`src/mcrm_pkg.sv`:
```
// Shared types, register indexes, codes and constants for the MIDI control range mapper.
// No dependencies; every module of the block imports this package.
`timescale 1ns / 1ps

package mcrm_pkg;

  // Configuration port
  localparam int unsigned CfgIdxW  = 4;
  localparam int unsigned CfgDataW = 32;

  localparam logic [CfgIdxW-1:0] CfgInLow        = 4'd0;
  localparam logic [CfgIdxW-1:0] CfgInHigh       = 4'd1;
  localparam logic [CfgIdxW-1:0] CfgOutLow       = 4'd2;
  localparam logic [CfgIdxW-1:0] CfgOutHigh      = 4'd3;
  localparam logic [CfgIdxW-1:0] CfgMatchType    = 4'd4;
  localparam logic [CfgIdxW-1:0] CfgMatchChannel = 4'd5;
  localparam logic [CfgIdxW-1:0] CfgMatchNumber  = 4'd6;
  localparam logic [CfgIdxW-1:0] CfgOutputMode   = 4'd7;

  // Register reset values
  localparam logic [15:0]        RstInLow        = 16'd0;
  localparam logic [15:0]        RstInHigh       = 16'd127;
  localparam logic signed [31:0] RstOutLow       = 32'sd0;
  localparam logic signed [31:0] RstOutHigh      = 32'sd65536;
  localparam logic [1:0]         RstMatchType    = 2'd0;
  localparam logic [4:0]         RstMatchChannel = 5'd1;
  localparam logic [6:0]         RstMatchNumber  = 7'd0;
  localparam logic [2:0]         RstOutputMode   = 3'd0;

  // Learned input ranges
  localparam logic [15:0] LearnHighCtl   = 16'd127;
  localparam logic [15:0] LearnHighPitch = 16'd65535;

  // Q16.16 one
  localparam logic signed [31:0] OneQ16 = 32'sd65536;

  // MIDI commands
  localparam logic [1:0] CmdNoteOn  = 2'd0;
  localparam logic [1:0] CmdNoteOff = 2'd1;
  localparam logic [1:0] CmdCtl     = 2'd2;
  localparam logic [1:0] CmdPitch   = 2'd3;

  // Match types
  localparam logic [1:0] MatchCtl   = 2'd0;
  localparam logic [1:0] MatchNote  = 2'd1;
  localparam logic [1:0] MatchPitch = 2'd2;
  localparam logic [1:0] MatchLearn = 2'd3;

  // Output modes
  localparam logic [2:0] ModeNumber  = 3'd0;
  localparam logic [2:0] ModeTrigger = 3'd1;
  localparam logic [2:0] ModeBoolAny = 3'd2;
  localparam logic [2:0] ModeBoolPos = 3'd3;
  localparam logic [2:0] ModeBoolOne = 3'd4;
  localparam logic [2:0] ModeTogAny  = 3'd5;
  localparam logic [2:0] ModeTogPos  = 3'd6;
  localparam logic [2:0] ModeTogOne  = 3'd7;

  // Write kinds
  localparam logic [1:0] KindNumber  = 2'd0;
  localparam logic [1:0] KindTrigger = 2'd1;
  localparam logic [1:0] KindBool    = 2'd2;

  // Mapping datapath widths
  localparam int unsigned NumW     = 50;            // signed product width
  localparam int unsigned DivSteps = NumW / 2;      // two quotient bits per cycle
  localparam int unsigned DivCntW  = $clog2(DivSteps);
  localparam logic [DivCntW-1:0] DivLast = DivCntW'(DivSteps - 1);

  typedef struct packed {
    logic [1:0]  command;
    logic [4:0]  midi_channel;
    logic [6:0]  note_or_controller;
    logic [15:0] event_value;
  } mcrm_in_t;

  typedef struct packed {
    logic [1:0]         write_kind;
    logic signed [31:0] number_value;
    logic               bool_value;
  } mcrm_out_t;

  // Controller to datapath
  typedef struct packed {
    logic capture;
    logic learn;
    logic load_ops;
    logic mul_lo;
    logic mul_hi;
    logic sum;
    logic div_init;
    logic div_step;
    logic negate;
    logic add;
    logic clamp;
    logic commit;
  } mcrm_cmd_t;

  // Datapath to controller
  typedef struct packed {
    logic hit;
    logic div_last;
    logic out_free;
  } mcrm_stat_t;

  typedef enum logic [3:0] {
    StIdle,
    StLearn,
    StCheck,
    StMulLo,
    StMulHi,
    StSum,
    StDivInit,
    StDiv,
    StNegate,
    StAdd,
    StClamp,
    StDecide
  } mcrm_state_e;

endpackage

```
`src/mcrm_ctrl.sv`:
```
// Sequencing state machine of the MIDI control range mapper.
// Depends on mcrm_pkg; drives the command struct of mcrm_dp.
`timescale 1ns / 1ps

module mcrm_ctrl (
  input  logic               clk_i,
  input  logic               rst_ni,
  input  logic               in_valid_i,
  output logic               in_ready_o,
  input  mcrm_pkg::mcrm_stat_t stat_i,
  output mcrm_pkg::mcrm_cmd_t  cmd_o
);
  import mcrm_pkg::*;

  mcrm_state_e state_q, state_d;

  always_ff @(posedge clk_i or negedge rst_ni) begin
    if (!rst_ni) begin
      state_q <= StIdle;
    end else begin
      state_q <= state_d;
    end
  end

  always_comb begin
    state_d = state_q;
    case (state_q)
      StIdle: begin
        if (in_valid_i) state_d = StLearn;
      end
      StLearn:   state_d = StCheck;
      StCheck: begin
        // drop events that miss the active match
        state_d = stat_i.hit ? StMulLo : StIdle;
      end
      StMulLo:   state_d = StMulHi;
      StMulHi:   state_d = StSum;
      StSum:     state_d = StDivInit;
      StDivInit: state_d = StDiv;
      StDiv: begin
        if (stat_i.div_last) state_d = StNegate;
      end
      StNegate:  state_d = StAdd;
      StAdd:     state_d = StClamp;
      StClamp:   state_d = StDecide;
      StDecide: begin
        // hold until the output register can take the transaction
        if (stat_i.out_free) state_d = StIdle;
      end
      default:   state_d = StIdle;
    endcase
  end

  always_comb begin
    cmd_o      = '0;
    in_ready_o = 1'b0;
    case (state_q)
      StIdle: begin
        in_ready_o    = 1'b1;
        cmd_o.capture = in_valid_i;
      end
      StLearn:   cmd_o.learn    = 1'b1;
      StCheck:   cmd_o.load_ops = 1'b1;
      StMulLo:   cmd_o.mul_lo   = 1'b1;
      StMulHi:   cmd_o.mul_hi   = 1'b1;
      StSum:     cmd_o.sum      = 1'b1;
      StDivInit: cmd_o.div_init = 1'b1;
      StDiv:     cmd_o.div_step = 1'b1;
      StNegate:  cmd_o.negate   = 1'b1;
      StAdd:     cmd_o.add      = 1'b1;
      StClamp:   cmd_o.clamp    = 1'b1;
      StDecide:  cmd_o.commit   = stat_i.out_free;
      default:   cmd_o          = '0;
    endcase
  end

endmodule

```
`src/mcrm_dp.sv`:
```
// Datapath of the MIDI control range mapper: registers, match, multiply, divide, clamp, output.
// Depends on mcrm_pkg; sequenced by mcrm_ctrl through mcrm_cmd_t / mcrm_stat_t.
`timescale 1ns / 1ps

module mcrm_dp (
  input  logic                           clk_i,
  input  logic                           rst_ni,
  input  mcrm_pkg::mcrm_cmd_t            cmd_i,
  output mcrm_pkg::mcrm_stat_t           stat_o,
  input  mcrm_pkg::mcrm_in_t             in_data_i,
  input  logic                           cfg_we_i,
  input  logic [mcrm_pkg::CfgIdxW-1:0]   cfg_index_i,
  input  logic [mcrm_pkg::CfgDataW-1:0]  cfg_data_i,
  output logic                           out_valid_o,
  input  logic                           out_ready_i,
  output mcrm_pkg::mcrm_out_t            out_data_o
);
  import mcrm_pkg::*;

  // Configuration and active match
  logic signed [31:0] out_low_q, out_high_q;
  logic [2:0]         mode_q;
  logic [15:0]        act_in_low_q, act_in_high_q;
  logic [1:0]         act_type_q;
  logic [4:0]         act_channel_q;
  logic [6:0]         act_number_q;
  logic               prev_bool_q, prev_bool_d;
  logic               tgt_bool_q, tgt_bool_d;

  // Captured event
  mcrm_in_t evt_q;

  // Mapping operands and intermediates
  logic signed [16:0]     a_q, din_q;
  logic signed [32:0]     dout_q;
  logic signed [33:0]     plo_q, phi_q;
  logic signed [NumW-1:0] num_q;
  logic [NumW-1:0]        dvd_q, quo_q;
  logic [15:0]            dsr_q, rem_q;
  logic                   neg_q, din_zero_q;
  logic [DivCntW-1:0]     cnt_q;
  logic signed [NumW:0]   qs_q;
  logic signed [NumW+1:0] res_q;
  logic signed [31:0]     mapped_q;

  // Output register
  logic      out_valid_q;
  mcrm_out_t out_data_q;

  always_ff @(posedge clk_i or negedge rst_ni) begin
    if (!rst_ni) begin
      out_low_q     <= RstOutLow;
      out_high_q    <= RstOutHigh;
      mode_q        <= RstOutputMode;
      act_in_low_q  <= RstInLow;
      act_in_high_q <= RstInHigh;
      act_type_q    <= RstMatchType;
      act_channel_q <= RstMatchChannel;
      act_number_q  <= RstMatchNumber;
    end else if (cfg_we_i) begin
      case (cfg_index_i)
        CfgInLow:        act_in_low_q  <= cfg_data_i[15:0];
        CfgInHigh:       act_in_high_q <= cfg_data_i[15:0];
        CfgOutLow:       out_low_q     <= $signed(cfg_data_i);
        CfgOutHigh:      out_high_q    <= $signed(cfg_data_i);
        CfgMatchType:    act_type_q    <= cfg_data_i[1:0];
        CfgMatchChannel: act_channel_q <= cfg_data_i[4:0];
        CfgMatchNumber:  act_number_q  <= cfg_data_i[6:0];
        CfgOutputMode:   mode_q        <= cfg_data_i[2:0];
        default: ;
      endcase
    end else if (cmd_i.learn && act_type_q == MatchLearn && evt_q.command != CmdNoteOff) begin
      // take the match from this event and reset the input range
      act_channel_q <= evt_q.midi_channel;
      act_in_low_q  <= '0;
      if (evt_q.command == CmdPitch) begin
        act_type_q    <= MatchPitch;
        act_number_q  <= '0;
        act_in_high_q <= LearnHighPitch;
      end else begin
        act_type_q    <= (evt_q.command == CmdCtl) ? MatchCtl : MatchNote;
        act_number_q  <= evt_q.note_or_controller;
        act_in_high_q <= LearnHighCtl;
      end
    end
  end

  // Match against the active settings
  logic [1:0] want_type;
  always_comb begin
    case (evt_q.command)
      CmdCtl:   want_type = MatchCtl;
      CmdPitch: want_type = MatchPitch;
      default:  want_type = MatchNote;
    endcase
  end

  assign stat_o.hit = (act_type_q == want_type)
                   && (act_channel_q == '0 || evt_q.midi_channel == act_channel_q)
                   && (evt_q.command == CmdPitch || evt_q.note_or_controller == act_number_q);

  // Two-bit restoring division step
  logic [16:0] t1, t2;
  logic [15:0] r1, r2;
  logic        ge1, ge2;
  always_comb begin
    t1  = {rem_q, dvd_q[NumW-1]};
    ge1 = t1 >= {1'b0, dsr_q};
    r1  = ge1 ? 16'(t1 - {1'b0, dsr_q}) : t1[15:0];
    t2  = {r1, dvd_q[NumW-2]};
    ge2 = t2 >= {1'b0, dsr_q};
    r2  = ge2 ? 16'(t2 - {1'b0, dsr_q}) : t2[15:0];
  end

  // Clamp bounds
  logic signed [31:0]     mn, mx;
  logic signed [NumW+1:0] mn_w, mx_w;
  always_comb begin
    mn   = (out_low_q < out_high_q) ? out_low_q : out_high_q;
    mx   = (out_low_q < out_high_q) ? out_high_q : out_low_q;
    mn_w = {{(NumW-30){mn[31]}}, mn};
    mx_w = {{(NumW-30){mx[31]}}, mx};
  end

  always_ff @(posedge clk_i) begin
    if (cmd_i.capture) evt_q <= in_data_i;
    if (cmd_i.load_ops) begin
      a_q    <= $signed({1'b0, evt_q.event_value}) - $signed({1'b0, act_in_low_q});
      din_q  <= $signed({1'b0, act_in_high_q}) - $signed({1'b0, act_in_low_q});
      dout_q <= {out_high_q[31], out_high_q} - {out_low_q[31], out_low_q};
    end
    if (cmd_i.mul_lo) plo_q <= a_q * $signed({1'b0, dout_q[15:0]});
    if (cmd_i.mul_hi) phi_q <= a_q * $signed(dout_q[32:16]);
    if (cmd_i.sum) begin
      num_q <= $signed({phi_q[NumW-17:0], 16'b0})
             + $signed({{(NumW-34){plo_q[33]}}, plo_q});
    end
    if (cmd_i.div_init) begin
      dvd_q      <= num_q[NumW-1] ? NumW'(-num_q) : NumW'(num_q);
      dsr_q      <= din_q[16] ? 16'(-din_q) : din_q[15:0];
      neg_q      <= num_q[NumW-1] ^ din_q[16];
      din_zero_q <= (din_q == '0);
      rem_q      <= '0;
      quo_q      <= '0;
    end
    if (cmd_i.div_step) begin
      dvd_q <= {dvd_q[NumW-3:0], 2'b00};
      quo_q <= {quo_q[NumW-3:0], ge1, ge2};
      rem_q <= r2;
    end
    if (cmd_i.negate) begin
      if (din_zero_q)  qs_q <= '0;
      else if (neg_q)  qs_q <= -$signed({1'b0, quo_q});
      else             qs_q <= $signed({1'b0, quo_q});
    end
    if (cmd_i.add) res_q <= $signed({{(NumW-30){out_low_q[31]}}, out_low_q})
                          + $signed({qs_q[NumW], qs_q});
    if (cmd_i.clamp) begin
      if (res_q < mn_w)      mapped_q <= mn;
      else if (res_q > mx_w) mapped_q <= mx;
      else                   mapped_q <= res_q[31:0];
    end
  end

  always_ff @(posedge clk_i or negedge rst_ni) begin
    if (!rst_ni) begin
      cnt_q <= '0;
    end else if (cmd_i.div_init) begin
      cnt_q <= '0;
    end else if (cmd_i.div_step) begin
      cnt_q <= cnt_q + 1'b1;
    end
  end

  assign stat_o.div_last = (cnt_q == DivLast);

  // Result decision
  logic      b_val, emit;
  mcrm_out_t res_out;
  always_comb begin
    if (mode_q inside {ModeBoolAny, ModeTogAny})      b_val = (mapped_q != 0);
    else if (mode_q inside {ModeBoolPos, ModeTogPos}) b_val = (mapped_q > 0);
    else                                              b_val = (mapped_q >= OneQ16);
    emit                 = 1'b0;
    prev_bool_d          = prev_bool_q;
    tgt_bool_d           = tgt_bool_q;
    res_out.number_value = mapped_q;
    res_out.write_kind   = KindBool;
    res_out.bool_value   = 1'b0;
    case (mode_q)
      ModeNumber: begin
        emit               = 1'b1;
        res_out.write_kind = KindNumber;
      end
      ModeTrigger: begin
        emit               = (mapped_q > 0);
        res_out.write_kind = KindTrigger;
      end
      ModeBoolAny, ModeBoolPos, ModeBoolOne: begin
        emit               = 1'b1;
        prev_bool_d        = b_val;
        tgt_bool_d         = b_val;
        res_out.bool_value = b_val;
      end
      default: begin
        // toggle on a rising edge only
        prev_bool_d = b_val;
        if (b_val && !prev_bool_q) begin
          emit               = 1'b1;
          tgt_bool_d         = !tgt_bool_q;
          res_out.bool_value = !tgt_bool_q;
        end
      end
    endcase
  end

  always_ff @(posedge clk_i or negedge rst_ni) begin
    if (!rst_ni) begin
      prev_bool_q <= 1'b0;
      tgt_bool_q  <= 1'b0;
      out_valid_q <= 1'b0;
    end else begin
      if (cmd_i.commit) begin
        prev_bool_q <= prev_bool_d;
        tgt_bool_q  <= tgt_bool_d;
      end
      if (cmd_i.commit && emit) out_valid_q <= 1'b1;
      else if (out_ready_i)     out_valid_q <= 1'b0;
    end
  end

  always_ff @(posedge clk_i) begin
    if (cmd_i.commit && emit) out_data_q <= res_out;
  end

  assign stat_o.out_free = !out_valid_q || out_ready_i;
  assign out_valid_o     = out_valid_q;
  assign out_data_o      = out_data_q;

  // A waiting result never gets overwritten
  assert property (@(posedge clk_i) disable iff (!rst_ni)
    cmd_i.commit |-> (!out_valid_q || out_ready_i))
    else $error("result committed over a pending transaction");

  // A learn step always leaves a concrete match behind
  assert property (@(posedge clk_i) disable iff (!rst_ni)
    (cmd_i.learn && evt_q.command != CmdNoteOff && !cfg_we_i) |=> act_type_q != MatchLearn)
    else $error("learn left the block in learn mode");

  // Pending number stays inside the output range
  assert property (@(posedge clk_i) disable iff (!rst_ni)
    out_valid_q |-> (out_data_q.number_value >= mn && out_data_q.number_value <= mx))
    else $error("mapped value outside the output range");

  // Triggers carry a positive value, non-boolean kinds carry a zero flag
  assert property (@(posedge clk_i) disable iff (!rst_ni)
    (out_valid_q && out_data_q.write_kind != KindBool) |->
      (!out_data_q.bool_value
       && (out_data_q.write_kind != KindTrigger || out_data_q.number_value > 0)))
    else $error("malformed trigger or number result");

endmodule

```
`src/midi_control_range_mapper.sv`:
```
// Top level of the MIDI control range mapper: ports, controller and datapath.
// Depends on mcrm_pkg, mcrm_ctrl and mcrm_dp.
`timescale 1ns / 1ps

// Takes one MIDI event per input transaction, filters it against the active match
// (type, channel, number; channel 0 matches all, learn mode adopts the next note on,
// control change or pitch wheel event), maps the value linearly into the Q16.16 output
// range with clamping, and returns at most one result: a number write, a trigger pulse
// or a boolean write. One event is worked on at a time. A dropped event frees the input
// after the learn and check states; a matched event goes through the two-pass 17x33
// multiply and the radix-4 divider that forms (value - in_low) * (out_high - out_low) /
// (in_high - in_low) before its result enters the output register, once that is free.
// The next event is accepted while a result still waits on the output. Configuration
// writes are taken in any cycle but may only be issued while no event is in flight.
module midi_control_range_mapper (
  input  logic                          clk_i,
  input  logic                          rst_ni,
  input  logic                          in_valid_i,
  output logic                          in_ready_o,
  input  mcrm_pkg::mcrm_in_t            in_data_i,
  output logic                          out_valid_o,
  input  logic                          out_ready_i,
  output mcrm_pkg::mcrm_out_t           out_data_o,
  input  logic                          cfg_valid_i,
  output logic                          cfg_ready_o,
  input  logic [mcrm_pkg::CfgIdxW-1:0]  cfg_index_i,
  input  logic [mcrm_pkg::CfgDataW-1:0] cfg_data_i
);
  import mcrm_pkg::*;

  mcrm_cmd_t  cmd;
  mcrm_stat_t stat;

  assign cfg_ready_o = 1'b1;

  mcrm_ctrl u_ctrl (
    .clk_i      (clk_i),
    .rst_ni     (rst_ni),
    .in_valid_i (in_valid_i),
    .in_ready_o (in_ready_o),
    .stat_i     (stat),
    .cmd_o      (cmd)
  );

  mcrm_dp u_dp (
    .clk_i       (clk_i),
    .rst_ni      (rst_ni),
    .cmd_i       (cmd),
    .stat_o      (stat),
    .in_data_i   (in_data_i),
    .cfg_we_i    (cfg_valid_i && cfg_ready_o),
    .cfg_index_i (cfg_index_i),
    .cfg_data_i  (cfg_data_i),
    .out_valid_o (out_valid_o),
    .out_ready_i (out_ready_i),
    .out_data_o  (out_data_o)
  );

endmodule
```
`config.mk`:
```
export PLATFORM = sky130hd
export DESIGN_NAME = midi_control_range_mapper
export DESIGN_NICKNAME = d
export VERILOG_FILES = /design/src/mcrm_pkg.sv /design/src/mcrm_ctrl.sv /design/src/mcrm_dp.sv /design/src/midi_control_range_mapper.sv
export SDC_FILE = /design/constraint.sdc
export NUM_CORES = 2
export LEC_CHECK = 0
export ABC_AREA = 1
export BUFFER_PORTS_ARGS = -buffer_cell sky130_fd_sc_hd__buf_2
export CAP_MARGIN = 20
export CORE_MARGIN = 2
export CORE_UTILIZATION = 45
export DETAILED_ROUTE_END_ITERATION = 6
export SYNTH_ARGS = -nofsm -noshare
export SYNTH_HDL_FRONTEND = slang
export SYNTH_HIERARCHICAL = 1
export SYNTH_SLANG_ARGS = --single-unit
```
`constraint.sdc`:
```
create_clock -name clk_i -period 5.8 [get_ports clk_i]
set_input_delay 0.58 -clock clk_i [delete_from_list [all_inputs] [get_ports clk_i]]
set_output_delay 0.58 -clock clk_i [all_outputs]
set_load 0.005 [all_outputs]
```
==> flow_summary.ini <==
[status]
status = finished, violations left
failed_checks = setup timing

[placement]
dp.final_hpwl_mm = 136
gp_congestion = 0.926
port_buffers = 107

[flow_run]
max_cap_viol_count = 0

[clock_network]
clkLatencyLatePin_ns = 0.72
clk_pin_slew_ns = 0.06
clock_path_buffers = 3
cts_sinks = 644
htreeDepth = 3
cts_tree = yes
root_buffer = clkbuf_16
cts_made_buffers = 79

[sta]
rsz0062_at_grt = true
fin_skew_ns = 0.0570
hold_viol = 0
report.final.slew_viol_count = 0
worst_pin_slew_ns = 1.10
finalSetupTns_ns = -0.379
min_period_ns = 5.96
holdWs_ns = 0.0603
setup_slack_ns = -0.156
max_freq_mhz = 168
period_share_pct = 103
relSlewSlack_pct = 26.4
final-setup-viol-count = 7

[floorplanning]
die_w_um = 368
coreArea_um2 = 132000
die_y_um = 368
io_pins = 109
num_rows = 133
initial_core_util_pct = 45.4
die_area_um2 = 136000

[yosys]
netlist_instances = 6917
async_reset_ff_share_pct = 19.4
synth_warnings = 6
ys_ff_latch = 644
synth_fp_nets = 8031
yosysSeqAreaShare_pct = 31.3
syn_area_um2 = 59800
ys.flop_type = edfxtp_1
synth-edff-count = 517
yosysUniqueCellTypes = 70
syn_avg_cell_area_um2 = 8.64

[final_layout]
area_delta_synth_final_pct = 16.3
drive_above_1_share_pct = 12.7
final_nets = 8427

[setup_path]
reg2reg_to = u_dp/phi_q[33]
worst-r2r-cell-count = 23
rrSetupSlack_ns = -0.16
end_kind = register
startpoint_type = register
crit_required_ns = 6.23
r2r-start = u_dp/a_q[6]
cp_data_arrival_time_ns = 6.38
path_class = reg -> reg
path_max_fanout = 5

[global_route]
grt_pass1_wl_mm = 261
overflow = 0
grt_antenna_before_repair = 5
grt_pass1_vias = 45969
grt_use_total_pct = 24.7
grt_start_max_net_pins = 88

[detailed_routing]
drcViolationCount = 0
dr_total_vias = 46947
drtAntennaViolNets = 0
wl_per_cell_um = 18.3
dr.pass1.iters = 6
finalWirelength_mm = 167
drt_iter0_drc = 3777
post_drt_via_cell_ratio = 5.14

[hold_path]
hold_start = in_data_i[22]
worstHoldPathType = in -> reg
hold-path-endpoint = u_dp/evt_q[22]
whs_path_depth = 1
## layer usage
metal	part of all wire, %	vias to the layer above	wire, um	GRT usage, %
met2	43	1415	72400	37.6
met1	47	22609	78400	36.7
li1	-	22720	-	-
met4	3.0	0	5020	7.38
met5	0	-	0	0
met3	6.8	203	11300	3.16
## worst max-delay path, stage by stage, from the launching register on
cell and delay [ns]:
edfxtp_1 0.41, buf_12 0.16, buf_4 0.15, or2_2 0.30
fa_1 0.48, inv_1 0.05, fa_1 0.47, inv_1 0.06
fa_1 0.51, fa_1 0.46, fa_1 0.51, inv_1 0.05
fa_1 0.44, ha_1 0.32, nand2_1 0.15, nor3_2 0.19
buf_4 0.14, nand3_2 0.07, nand3_2 0.10, nand3_2 0.07
nand2_2 0.10, a31oi_4 0.10, o221a_4 0.23, xor2_1 0.17
## stage by stage
| step | setup slack (ns) | std cells | utilization [%] | instance area [um^2] |
|---|---|---|---|---|
| floorplan | 0.0000675 | 6917 | - | 59900 |
| global placement | -0.219 | 8934 | 49.4 | 65100 |
| detailed placement | -0.260 | 8934 | 49.4 | 65100 |
| CTS | -0.0803 | 9106 | 52.1 | 68500 |
| global route | -0.306 | 9134 | 52.8 | 69500 |
| finish | -0.156 | 9136 | 52.8 | 69500 |
## placed cells by master (no fill, tap or decap), types with 36 or more instances in the layout
cell type  netlist  final
o21ai_0        401    388
nand2_1       1482   1453
inv_1         1461   1437
nor4_1          41     38
dfrtp_1        116    116
clkbuf_16        0     82
a31oi_1         39     36
a21oi_1        420    391
nor3_1          66     62
xor2_1         170    167
nand3_1        186    178
buf_12           0     46
xnor2_1        100     98
edfxtp_1       517    517
ha_1           461    424
buf_4            6    364
buf_2           14    107
nor2_1         337    320
fa_1           582    571
nand4_1         45     45
## Yosys cell counts, types with 10 or more instances
| master | n | area, um^2 |
|---|---|---|
| o21a_1 | 18 | 135 |
| nor4_1 | 41 | 257 |
| dfrtp_1 | 116 | 2900 |
| nand4_1 | 45 | 282 |
| xnor2_1 | 100 | 876 |
| o21ai_0 | 401 | 2010 |
| xor2_1 | 170 | 1490 |
| buf_2 | 14 | 70.1 |
| a31oi_1 | 39 | 244 |
| a211oi_1 | 12 | 90.1 |
| a21oi_1 | 420 | 2100 |
| a21o_1 | 14 | 105 |
| o21ai_2 | 12 | 105 |
| o21bai_1 | 23 | 173 |
| o22ai_1 | 10 | 62.6 |
| or2_2 | 11 | 68.8 |
| inv_1 | 1461 | 5480 |
| nor3_1 | 66 | 330 |
| ha_1 | 461 | 5770 |
| nand3_1 | 186 | 931 |
| clkbuf_1 | 194 | 728 |
| o31ai_1 | 12 | 90.1 |
| edfxtp_1 | 517 | 15500 |
| nand2_1 | 1482 | 5560 |
| nor2_1 | 337 | 1260 |
| fa_1 | 582 | 11700 |
| o21ai_1 | 25 | 125 |
## state kept, by name (all words and copies together) (netlist names), 4 cells and up
signal,count
u_dp/act_in_high_q,16
u_dp/quo_q,50
u_ctrl/state_q,4
u_dp/out_low_q,32
u_dp/rem_q,16
u_dp/act_in_low_q,16
u_dp/din_q,17
u_dp/dvd_q,50
u_dp/res_q,52
u_dp/plo_q,34
u_dp/out_data_o,35
u_dp/mapped_q,32
u_dp/qs_q,51
u_dp/act_channel_q,5
u_dp/a_q,17
u_dp/out_high_q,32
u_dp/cnt_q,5
u_dp/phi_q,34
u_dp/dout_q,33
u_dp/dsr_q,16
u_dp/evt_q,30
u_dp/num_q,50
u_dp/act_number_q,7
## timing repair
action,in CTS,in global routing
endpoints found under the hold margin,17,0
cloned,0,1
setup endpoints to repair,21,63
buffers inserted,25,25
pin swaps,40,116
resized for setup,75,157
hold buffers,1,0
## area by class of cell
class / count / area [um^2]
Tap cell: 1755 / 2200
Fill cell: 12073 / 62100
Timing Repair Buffer: 542 / 4510
Multi-Input combinational cell: 4576 / 35700
Antenna cell: 2 / 5.00
Clock inverter: 51 / 764
Clock buffer: 96 / 2120
Sequential cell: 644 / 18700
Inverter: 1470 / 5530
## worst max path at each step
stage | startpoint | to | slack, ns | depth (start not counted)
finish | u_dp/a_q[6] | u_dp/phi_q[33] | -0.16 | 23
global route | u_dp/a_q[6] | u_dp/phi_q[33] | -0.31 | 26
floorplan | u_dp/a_q[11] | u_dp/plo_q[30] | 0.00007 | 24
detailed placement | u_dp/dout_q[21] | u_dp/phi_q[33] | -0.26 | 21
global placement | u_dp/a_q[7] | u_dp/plo_q[33] | -0.22 | 24
CTS | u_dp/a_q[7] | u_dp/phi_q[33] | -0.08 | 22
## cell families (layout without fill, tap and decap cells)
group | Yosys count | in the layout | share of synthesized area (%)
other | 1 | 3 | 0.00627
AOI/OAI and AO/OA | 1044 | 1044 | 9.60
DFF | 644 | 644 | 31.3
muxes | 1 | 1 | 0.0188
and+or+nand+nor | 2217 | 2217 | 15.2
buffers and inverters | 1697 | 2159 | 10.8
xor gates and xnor gates | 270 | 270 | 3.96
adders and majority gates | 1043 | 1043 | 29.1
Power is not shown: default switching activity piles up to over one toggle a cycle in this logic, so the estimate is an artifact.
